--- config.mk ---
export PLATFORM = sky130hd
export DESIGN_NAME = key_debounce_event_generator_flat
export DESIGN_NICKNAME = d
export VERILOG_FILES = /design/src/rtl/kdeg_pkg.sv /design/src/rtl/kdeg_if.sv /design/src/rtl/kdeg_cfg_regs.sv /design/src/rtl/kdeg_state_mem.sv /design/src/rtl/kdeg_event_logic.sv /design/src/rtl/key_debounce_event_generator.sv /design/src/flat_wrapper.sv
export SDC_FILE = /design/constraint.sdc
export NUM_CORES = 2
export LEC_CHECK = 0
export BUFFER_PORTS_ARGS = -buffer_cell sky130_fd_sc_hd__buf_2
export CORE_MARGIN = 3
export CORE_UTILIZATION = 44
export CTS_CLUSTER_DIAMETER = 40
export DETAILED_ROUTE_END_ITERATION = 8
export SYNTH_ARGS = -nofsm -noshare
export SYNTH_HDL_FRONTEND = slang
export SYNTH_SLANG_ARGS = --single-unit
export TNS_END_PERCENT = 10
--- constraint.sdc ---
create_clock -name clk -period 22.4 [get_ports clk]
set_input_delay 4.48 -clock clk [delete_from_list [all_inputs] [get_ports clk]]
set_output_delay 4.48 -clock clk [all_outputs]
set_load 0.02 [all_outputs]
--- src/rtl/kdeg_pkg.sv ---
// shared types, constants and codes for the key debounce event generator
package kdeg_pkg;

  localparam int NUM_KEYS  = 32;
  localparam int KEY_W     = (NUM_KEYS > 1) ? $clog2(NUM_KEYS) : 1;
  localparam int KEY_IDX_W = 5;
  localparam int TIME_W    = 32;
  localparam int CFG_W     = 16;
  localparam int CFG_IDX_W = 3;
  localparam int DPK_W     = 6;
  localparam int RCNT_W    = 2;

  typedef logic [KEY_W-1:0]  addr_t;
  typedef logic [TIME_W-1:0] time_t;

  typedef enum logic [2:0] {
    EV_PRESS        = 3'd0,
    EV_DOUBLE       = 3'd1,
    EV_RELEASE      = 3'd2,
    EV_RELEASE_HOLD = 3'd3,
    EV_HOLD         = 3'd4
  } event_kind_t;

  typedef enum logic [CFG_IDX_W-1:0] {
    REG_DEBOUNCE    = 3'd0,
    REG_DP_WINDOW   = 3'd1,
    REG_HOLD_TIME   = 3'd2,
    REG_REPEAT_TIME = 3'd3,
    REG_DHOLD_EN    = 3'd4,
    REG_DP_KEYS     = 3'd5
  } cfg_reg_t;

  typedef struct packed {
    logic [CFG_W-1:0] debounce_time;
    logic [CFG_W-1:0] double_press_window;
    logic [CFG_W-1:0] hold_time;
    logic [CFG_W-1:0] repeat_time;
    logic             double_hold_enable;
    logic [DPK_W-1:0] double_press_keys;
  } cfg_t;

  typedef struct packed {
    logic              stable_level;
    logic              holding;
    time_t             last_change;
    time_t             press_start;
    time_t             hold_start;
    logic [RCNT_W-1:0] repeat_count;
  } key_state_t;

  typedef struct packed {
    logic        valid;
    event_kind_t kind;
    time_t       duration;
  } event_t;

endpackage

--- src/rtl/kdeg_if.sv ---
// sample and event channel interfaces
interface kdeg_sample_if;
  import kdeg_pkg::*;
  logic                 valid;
  logic                 ready;
  logic [KEY_IDX_W-1:0] key_index;
  logic                 key_down;
  time_t                now_ms;
  modport source (output valid, key_index, key_down, now_ms, input ready);
  modport sink (input valid, key_index, key_down, now_ms, output ready);
endinterface

interface kdeg_event_if;
  import kdeg_pkg::*;
  logic                 valid;
  logic                 ready;
  logic [KEY_IDX_W-1:0] event_key;
  event_kind_t          event_kind;
  time_t                event_time;
  time_t                hold_duration;
  modport source (output valid, event_key, event_kind, event_time, hold_duration,
                  input ready);
  modport sink (input valid, event_key, event_kind, event_time, hold_duration,
                output ready);
endinterface

--- src/rtl/kdeg_cfg_regs.sv ---
// configuration register bank
module kdeg_cfg_regs (
  input  logic                           clk,
  input  logic                           rst,
  input  logic                           cfg_write,
  input  logic [kdeg_pkg::CFG_IDX_W-1:0] cfg_index,
  input  logic [kdeg_pkg::CFG_W-1:0]     cfg_data,
  output kdeg_pkg::cfg_t                 cfg
);
  import kdeg_pkg::*;

  always_ff @(posedge clk) begin
    if (rst) begin
      cfg.debounce_time       <= CFG_W'(20);
      cfg.double_press_window <= CFG_W'(300);
      cfg.hold_time           <= CFG_W'(500);
      cfg.repeat_time         <= CFG_W'(100);
      cfg.double_hold_enable  <= 1'b0;
      cfg.double_press_keys   <= DPK_W'(5);
    end else if (cfg_write) begin
      case (cfg_reg_t'(cfg_index))
        REG_DEBOUNCE:    cfg.debounce_time       <= cfg_data;
        REG_DP_WINDOW:   cfg.double_press_window <= cfg_data;
        REG_HOLD_TIME:   cfg.hold_time           <= cfg_data;
        REG_REPEAT_TIME: cfg.repeat_time         <= cfg_data;
        REG_DHOLD_EN:    cfg.double_hold_enable  <= cfg_data[0];
        REG_DP_KEYS:     cfg.double_press_keys   <= cfg_data[DPK_W-1:0];
        default: ;
      endcase
    end
  end

endmodule

--- src/rtl/kdeg_state_mem.sv ---
// per-key state memory with valid bits and write-to-read forwarding
module kdeg_state_mem (
  input  logic                 clk,
  input  logic                 rst,
  input  logic                 rd_en,
  input  kdeg_pkg::addr_t      rd_addr,
  input  logic                 wr_en,
  input  kdeg_pkg::addr_t      wr_addr,
  input  kdeg_pkg::key_state_t wr_data,
  output kdeg_pkg::key_state_t rd_state
);
  import kdeg_pkg::*;

  key_state_t            mem [NUM_KEYS];
  logic [NUM_KEYS-1:0]   vld;
  key_state_t            mem_q;
  key_state_t            fwd_data;
  logic                  vld_q;
  logic                  fwd_hit;

  always_ff @(posedge clk) begin
    if (wr_en) begin
      mem[wr_addr] <= wr_data;
    end
  end

  always_ff @(posedge clk) begin
    if (rd_en) begin
      mem_q    <= mem[rd_addr];
      fwd_data <= wr_data;
    end
  end

  always_ff @(posedge clk) begin
    if (rst) begin
      vld     <= '0;
      vld_q   <= 1'b0;
      fwd_hit <= 1'b0;
    end else begin
      if (wr_en) begin
        vld[wr_addr] <= 1'b1;
      end
      if (rd_en) begin
        vld_q   <= vld[rd_addr];
        // write lands on the same edge as the read, so take the new value
        fwd_hit <= wr_en && (wr_addr == rd_addr);
      end
    end
  end

  // entries never written since reset read as all zero
  always_comb begin
    if (fwd_hit) begin
      rd_state = fwd_data;
    end else if (vld_q) begin
      rd_state = mem_q;
    end else begin
      rd_state = '0;
    end
  end

endmodule

--- src/rtl/kdeg_event_logic.sv ---
// debounce, press, release and hold decisions for one sample
module kdeg_event_logic (
  input  kdeg_pkg::cfg_t                 cfg,
  input  logic [kdeg_pkg::KEY_IDX_W-1:0] key,
  input  logic                           down,
  input  kdeg_pkg::time_t                now,
  input  kdeg_pkg::key_state_t           state,
  output kdeg_pkg::key_state_t           state_next,
  output kdeg_pkg::event_t               ev
);
  import kdeg_pkg::*;

  time_t            since_change;
  time_t            since_press;
  time_t            since_hold;
  logic [CFG_W-1:0] interval;
  logic             long_wait;

  assign since_change = now - state.last_change;
  assign since_press  = now - state.press_start;
  assign since_hold   = now - state.hold_start;

  assign long_wait = (state.repeat_count == '0) ||
                     (cfg.double_hold_enable && (state.repeat_count == RCNT_W'(1)));
  assign interval  = long_wait ? cfg.hold_time : cfg.repeat_time;

  always_comb begin
    state_next  = state;
    ev.valid    = 1'b0;
    ev.kind     = EV_PRESS;
    ev.duration = '0;
    if (down != state.stable_level) begin
      if (since_change >= TIME_W'(cfg.debounce_time)) begin
        state_next.stable_level = down;
        state_next.last_change  = now;
        ev.valid                = 1'b1;
        if (down) begin
          if ((since_press < TIME_W'(cfg.double_press_window)) &&
              (DPK_W'(key) < cfg.double_press_keys)) begin
            ev.kind = EV_DOUBLE;
          end else begin
            ev.kind = EV_PRESS;
          end
          state_next.press_start = now;
        end else begin
          ev.kind                 = state.holding ? EV_RELEASE_HOLD : EV_RELEASE;
          state_next.holding      = 1'b0;
          state_next.repeat_count = '0;
        end
      end
    end else if (down && (since_press >= TIME_W'(interval))) begin
      ev.valid = 1'b1;
      ev.kind  = EV_HOLD;
      // first hold of a press starts the duration clock
      if (!state.holding) begin
        state_next.hold_start = now;
        ev.duration           = '0;
      end else begin
        ev.duration = since_hold;
      end
      state_next.holding     = 1'b1;
      state_next.press_start = now;
      if (state.repeat_count != '1) begin
        state_next.repeat_count = state.repeat_count + RCNT_W'(1);
      end
    end
  end

endmodule

--- src/rtl/key_debounce_event_generator.sv ---
// top level: key sample debouncer and press/hold event generator
//
// channel   dir  handshake     payload
// samples   in   valid/ready   key_index, key_down, now_ms
// events    out  valid/ready   event_key, event_kind, event_time, hold_duration
// cfg       in   cfg_write     cfg_index, cfg_data
//
// one sample per cycle unless events stall; an event leaves through the output register
// the per-key state memory is read on the transfer edge, updated and written back when
// the compute stage fires; a same-key write on a read edge is forwarded
// synchronous reset clears the per-key valid bits at once, no clearing pass
// a stalled event sits in the output register; the compute stage holds behind it
module key_debounce_event_generator (
  input  logic                           clk,
  input  logic                           rst,
  input  logic                           cfg_write,
  input  logic [kdeg_pkg::CFG_IDX_W-1:0] cfg_index,
  input  logic [kdeg_pkg::CFG_W-1:0]     cfg_data,
  kdeg_sample_if.sink                    samples,
  kdeg_event_if.source                   events
);
  import kdeg_pkg::*;

  cfg_t                 cfg;
  key_state_t           rd_state;
  key_state_t           state_next;
  event_t               ev;
  logic                 accept;
  logic                 s1_valid;
  logic                 s1_fire;
  logic                 s1_in_range;
  logic                 wr_en;
  logic [KEY_IDX_W-1:0] s1_key;
  logic                 s1_down;
  time_t                s1_now;

  kdeg_cfg_regs u_cfg (
    .clk       (clk),
    .rst       (rst),
    .cfg_write (cfg_write),
    .cfg_index (cfg_index),
    .cfg_data  (cfg_data),
    .cfg       (cfg)
  );

  assign accept        = samples.valid && samples.ready;
  assign s1_fire       = s1_valid && (!events.valid || events.ready);
  assign samples.ready = !s1_valid || s1_fire;
  assign s1_in_range   = 32'(s1_key) < 32'(NUM_KEYS);
  assign wr_en         = s1_fire && s1_in_range;

  kdeg_state_mem u_mem (
    .clk      (clk),
    .rst      (rst),
    .rd_en    (accept),
    .rd_addr  (addr_t'(samples.key_index)),
    .wr_en    (wr_en),
    .wr_addr  (addr_t'(s1_key)),
    .wr_data  (state_next),
    .rd_state (rd_state)
  );

  kdeg_event_logic u_logic (
    .cfg        (cfg),
    .key        (s1_key),
    .down       (s1_down),
    .now        (s1_now),
    .state      (rd_state),
    .state_next (state_next),
    .ev         (ev)
  );

  always_ff @(posedge clk) begin
    if (rst) begin
      s1_valid <= 1'b0;
    end else if (accept) begin
      s1_valid <= 1'b1;
    end else if (s1_fire) begin
      s1_valid <= 1'b0;
    end
  end

  always_ff @(posedge clk) begin
    if (accept) begin
      s1_key  <= samples.key_index;
      s1_down <= samples.key_down;
      s1_now  <= samples.now_ms;
    end
  end

  always_ff @(posedge clk) begin
    if (rst) begin
      events.valid <= 1'b0;
    end else if (s1_fire && s1_in_range && ev.valid) begin
      events.valid <= 1'b1;
    end else if (events.ready) begin
      events.valid <= 1'b0;
    end
  end

  always_ff @(posedge clk) begin
    if (s1_fire && s1_in_range && ev.valid) begin
      events.event_key     <= s1_key;
      events.event_kind    <= ev.kind;
      events.event_time    <= s1_now;
      events.hold_duration <= ev.duration;
    end
  end

  // a blocked sample keeps its place and its key
  a_s1_hold: assert property (@(posedge clk) disable iff (rst)
    s1_valid && !s1_fire |=> s1_valid && $stable(s1_key))
    else $error("compute stage lost a stalled sample");

  // an event from the compute stage always reaches the output register
  a_ev_out: assert property (@(posedge clk) disable iff (rst)
    s1_fire && s1_in_range && ev.valid |=> events.valid && (events.event_key == $past(s1_key)))
    else $error("event not loaded into output register");

  // hold events carry a duration, other kinds carry zero
  a_dur: assert property (@(posedge clk) disable iff (rst)
    s1_valid && ev.valid && (ev.kind != EV_HOLD) |-> ev.duration == '0)
    else $error("non-hold event with nonzero duration");

  // no sample is taken while the compute stage is stuck
  a_no_take: assert property (@(posedge clk) disable iff (rst)
    s1_valid && events.valid && !events.ready |-> !accept)
    else $error("sample taken while compute stage stalled");

endmodule
--- src/flat_wrapper.sv ---
// flat-port wrapper written by rule: the top's interface ports become plain ports
module key_debounce_event_generator_flat import kdeg_pkg::*;
  (clk, rst, cfg_write, cfg_index, cfg_data, samples_valid, samples_key_index, samples_key_down, samples_now_ms, samples_ready, events_valid, events_event_key, events_event_kind, events_event_time, events_hold_duration, events_ready);
  kdeg_sample_if samples_i ();
  kdeg_event_if events_i ();
  input  logic clk;
  input  logic rst;
  input  logic cfg_write;
  input  logic [kdeg_pkg::CFG_IDX_W-1:0] cfg_index;
  input  logic [kdeg_pkg::CFG_W-1:0] cfg_data;
  input wire logic [$bits(samples_i.valid)-1:0] samples_valid;
  input wire logic [$bits(samples_i.key_index)-1:0] samples_key_index;
  input wire logic [$bits(samples_i.key_down)-1:0] samples_key_down;
  input wire logic [$bits(samples_i.now_ms)-1:0] samples_now_ms;
  output wire logic [$bits(samples_i.ready)-1:0] samples_ready;
  output wire logic [$bits(events_i.valid)-1:0] events_valid;
  output wire logic [$bits(events_i.event_key)-1:0] events_event_key;
  output wire logic [$bits(events_i.event_kind)-1:0] events_event_kind;
  output wire logic [$bits(events_i.event_time)-1:0] events_event_time;
  output wire logic [$bits(events_i.hold_duration)-1:0] events_hold_duration;
  input wire logic [$bits(events_i.ready)-1:0] events_ready;
  assign samples_i.valid = samples_valid;
  assign samples_i.key_index = samples_key_index;
  assign samples_i.key_down = samples_key_down;
  assign samples_i.now_ms = samples_now_ms;
  assign samples_ready = samples_i.ready;
  assign events_valid = events_i.valid;
  assign events_event_key = events_i.event_key;
  assign events_event_kind = events_i.event_kind;
  assign events_event_time = events_i.event_time;
  assign events_hold_duration = events_i.hold_duration;
  assign events_i.ready = events_ready;
  key_debounce_event_generator u_core (.clk(clk), .rst(rst), .cfg_write(cfg_write), .cfg_index(cfg_index), .cfg_data(cfg_data), .samples(samples_i), .events(events_i));
endmodule
==> results.yml <==
clock_network:
  cts_setup_buffers: 0
  clock_sinks: 3617
  cts_max_path_buffers: 4
  cts_tree: "yes"
  cts_buffers: 450
  holdBufCountCts: 0
  ctsResizeCount: 0
  insertion_delay_ns: 0.99
  cts_root_buf: "clkbuf_16"
  cts.clk_slew.worst_paths_ns: 0.06
  htree_levels: 5
timing:
  hold_viol_final: 0
  tightestPinTransition_ns: 1.18
  setup_tns_ns: 0
  period_needed_ns: 9.48
  slew_violations: 0
  fin_skew_ns: 0.0792
  slew-limit-headroom_pct: 20.6
  setup_viol: 0
  rsz0062_at_grt: "false"
  fmax_mhz: 105
  post-route-period-util_pct: 42.3
routing:
  drt-pass1-iter-count: 9
  num_vias: 73631
  wl_per_cell_um: 34.4
  wirelength_um: 410000
  ant_nets: 0
  viasPerCell: 6.17
  drc: 0
  first_iter_violations: 10036
power_and_ir_drop:
  p_leak_nw: 55.0
  internal-power_w: 0.0120
  p_seq_share_pct: 48.5
  p_per_area_mw_per_mm2: 92.9
  combPwrFrac_pct: 4.5
  pwr-share-clk_pct: 47.0
  swShare_pct: 22.1
  vdd_drop_max_uv: 74.8
  power.switching_w: 0.00342
layout:
  register_area_mm2: 0.108
  area_growth_pct: 16.1
  multi_input_area_mm2: 0.0348
  final_cells: 11926
  drive_above_1_share_pct: 31.7
  n_fill_cell: 25371
  fin_nets: 7374
global_routing:
  use_met3_pct: 3.74
  overflow: 0
  grt_pass1_vias: 72633
  use_met1_pct: 35.2
  track_usage_pct: 24.5
  grt_max_degree: 149
  antenna_found_initial: 32
  grt-busiest-layer: "met2"
  grt.met2_usage_pct: 38.4
  grt_pass1_wl_um: 573000
logic_synthesis:
  yosys.cell_count.top_type: "edfxtp_1"
  synth_fa_ha_area_share_pct: 1.26
  ys_top_cells_by_count: "edfxtp_1 (3510), mux4_2 (1010), clkbuf_1 (246)"
  synth_warnings: 0
  netlist.area_leader.share_pct: 73.5
  synth-async-reset-ratio_pct: 0
  synth-seq-area-share_pct: 75.0
  synthXorXnorAreaFrac_pct: 0.434
  synth_top_family_by_area: "multiplexers"
  synthSimpleGateAreaFrac_pct: 2.18
  ys.flop_type: "edfxtp_1"
  syn_area_mm2: 0.143
  synthCells: 6657
  synthMuxAreaShare_pct: 17.5
  synth_top_area_cell: "edfxtp_1"
  synth.top_cells.by_area: "edfxtp_1 (73%), mux4_2 (16%), dfxtp_1 (1.5%)"
  synth_edf_count: 3510
  synth_compound_area_share_pct: 2.44
  synth-seq-cells: 3617
  synth_fp_nets: 6854
  synthDistinctLibCells: 95
  synth_area_per_cell_um2: 21.5
floorplan:
  die_y_um: 577
  fp-row-count: 209
  coreArea_mm2: 0.324
  dieArea_mm2: 0.333
  die_w_um: 577
  start_util_pct: 44.2
  io_pins: 136
flow_run:
  cap_violations: 0
placed_design:
  hpwl_um: 215000
  portBuffers: 135
  dp.cells: 11050
  gp_congestion: 0.887
worst_setup_path:
  worstPathMaxFanout: 2
  cp_cell_sequence: "buf_2, nor2b_1, nand2_1, buf_2"
  cp_top_family: "buffers and inverters"
  cp_data_required_time_ns: 17.92
  crit_buf_inv: 2
  path_common_cell: "buf_2"
  crit_path_top_delay_cell: "buf_2"
  criticalPathCategory: "in2out"
  rrSetupSlack_ns: 13.34
  end_kind: "output port"
  crit_path_start_kind: "input port"
  slowest_delay_ns: 0.17
  arrival_ns: 5.00
hold_path:
  hp-class: "reg2reg"
status:
  outcome: "finished clean"
[logic make-up (layout without fill, tap and decap cells)]
group                    after synthesis  in the layout
adder cells (fa/ha/maj)              145            145
XOR/XNOR                              71             71
other                                  0             33
AND/OR/NAND/NOR                      653            653
flip-flops                          3617           3617
multiplexers                        1237           1237
buffers and inverters                423           1334
AO/OA/AOI/OAI                        511            511
[per-layer routing]
layer,vias up,wire length [um]
met2,3915,194000
li1,29181,-
met5,-,345
met3,685,35600
met1,39838,165000
met4,12,15400
[layout by cell type, fill, tap and decap left out, drive strengths merged, types with 48 or more instances in the layout]
master	n
nor2	196
a22oi	87
buf	393
clkbuf	505
nand2	217
mux4	1010
clkinv	195
xnor2	53
edfxtp	3510
mux2	110
a21oi	139
dfxtp	107
ha	133
mux2i	117
clkinvlp	51
inv	146
o21ai	74
a21o	48
[state kept, by name, indices dropped and copies added (netlist names)]
register,count
u_core.events.event_key,5
u_core.events.event_kind,3
u_core.events.event_time,32
u_core.events.hold_duration,32
u_core.events.valid,1
u_core.s1_down,1
u_core.s1_key,5
u_core.s1_now,32
u_core.s1_valid,1
u_core.u_cfg.cfg,71
u_core.u_mem.fwd_data,100
u_core.u_mem.fwd_hit,1
u_core.u_mem.mem,3200
u_core.u_mem.mem_q,100
u_core.u_mem.vld,32
u_core.u_mem.vld_q,1
[final cells by class]
type	instances	area share (%)
tap	4325	3.25
multi-input combinational	2617	20.9
inverter	98	0.225
clock buffer	505	6.93
timing repair buffer	393	1.73
sequential	3617	64.6
antenna	33	0.0496
clock inverter	338	2.32
[power by group through the flow]
stage / Clock (W) / Sequential, W / Combinational (W)
final: 0.00727 / 0.00750 / 0.000696
after global routing: 0.00768 / 0.00750 / 0.000743
after CTS: 0.00737 / 0.00750 / 0.000700
after detailed placement: 0 / 0.00764 / 0.000697
after global placement: 0 / 0.00764 / 0.000687
after floorplan: 0 / 0.00763 / 0.000462
[worst paths after layout]
path / end / startpoint / cells after the start
max reg2reg: u_core.u_mem.fwd_data[34] / u_core.u_mem.fwd_hit / 24
max: samples_ready / events_ready / 4
min: u_core.u_cfg.cfg[15] / u_core.u_cfg.cfg[15] / 2
min reg2reg: u_core.u_cfg.cfg[15] / u_core.u_cfg.cfg[15] / 2
[stage by stage]
| stage | hold slack [ns] | total power, W | utilization, % | worst slack [ns] | cell area [um2] |
|---|---|---|---|---|---|
| 2_1_floorplan | 0.433 | 0.00810 | - | 12.36 | 143000 |
| 3_3_place_gp | 0.438 | 0.00832 | 46.6 | 11.89 | 151000 |
| 3_5_place_dp | 0.447 | 0.00834 | 46.6 | 11.87 | 151000 |
| 4_1_cts | 0.454 | 0.0156 | 51.3 | 12.91 | 166000 |
| 5_1_grt | 0.474 | 0.0159 | 51.4 | 12.53 | 167000 |
| 6_report | 0.456 | 0.0155 | 51.4 | 12.92 | 167000 |
[worst register-to-register path, cell delays in order (launching register included)]
cell and delay, ns:
dfxtp_4 0.42, nor2b_4 0.15, buf_4 0.40, buf_4 0.61
a22oi_1 0.46, ha_1 0.54, o21a_1 0.18, o211ai_1 0.13
a211oi_1 0.46, a21oi_1 0.15, o21ai_0 0.30, xor2_1 0.20
ha_1 0.27, a21o_1 0.19, a21o_1 0.17, a21oi_1 0.39
o221ai_1 0.21, a2111oi_0 0.49, o2111ai_1 0.25, nor4_1 0.37
and4_1 0.39, a31oi_1 0.17, o31ai_4 0.11, buf_4 0.64
mux2_1 1.01
(Power assumes the default switching activity.)
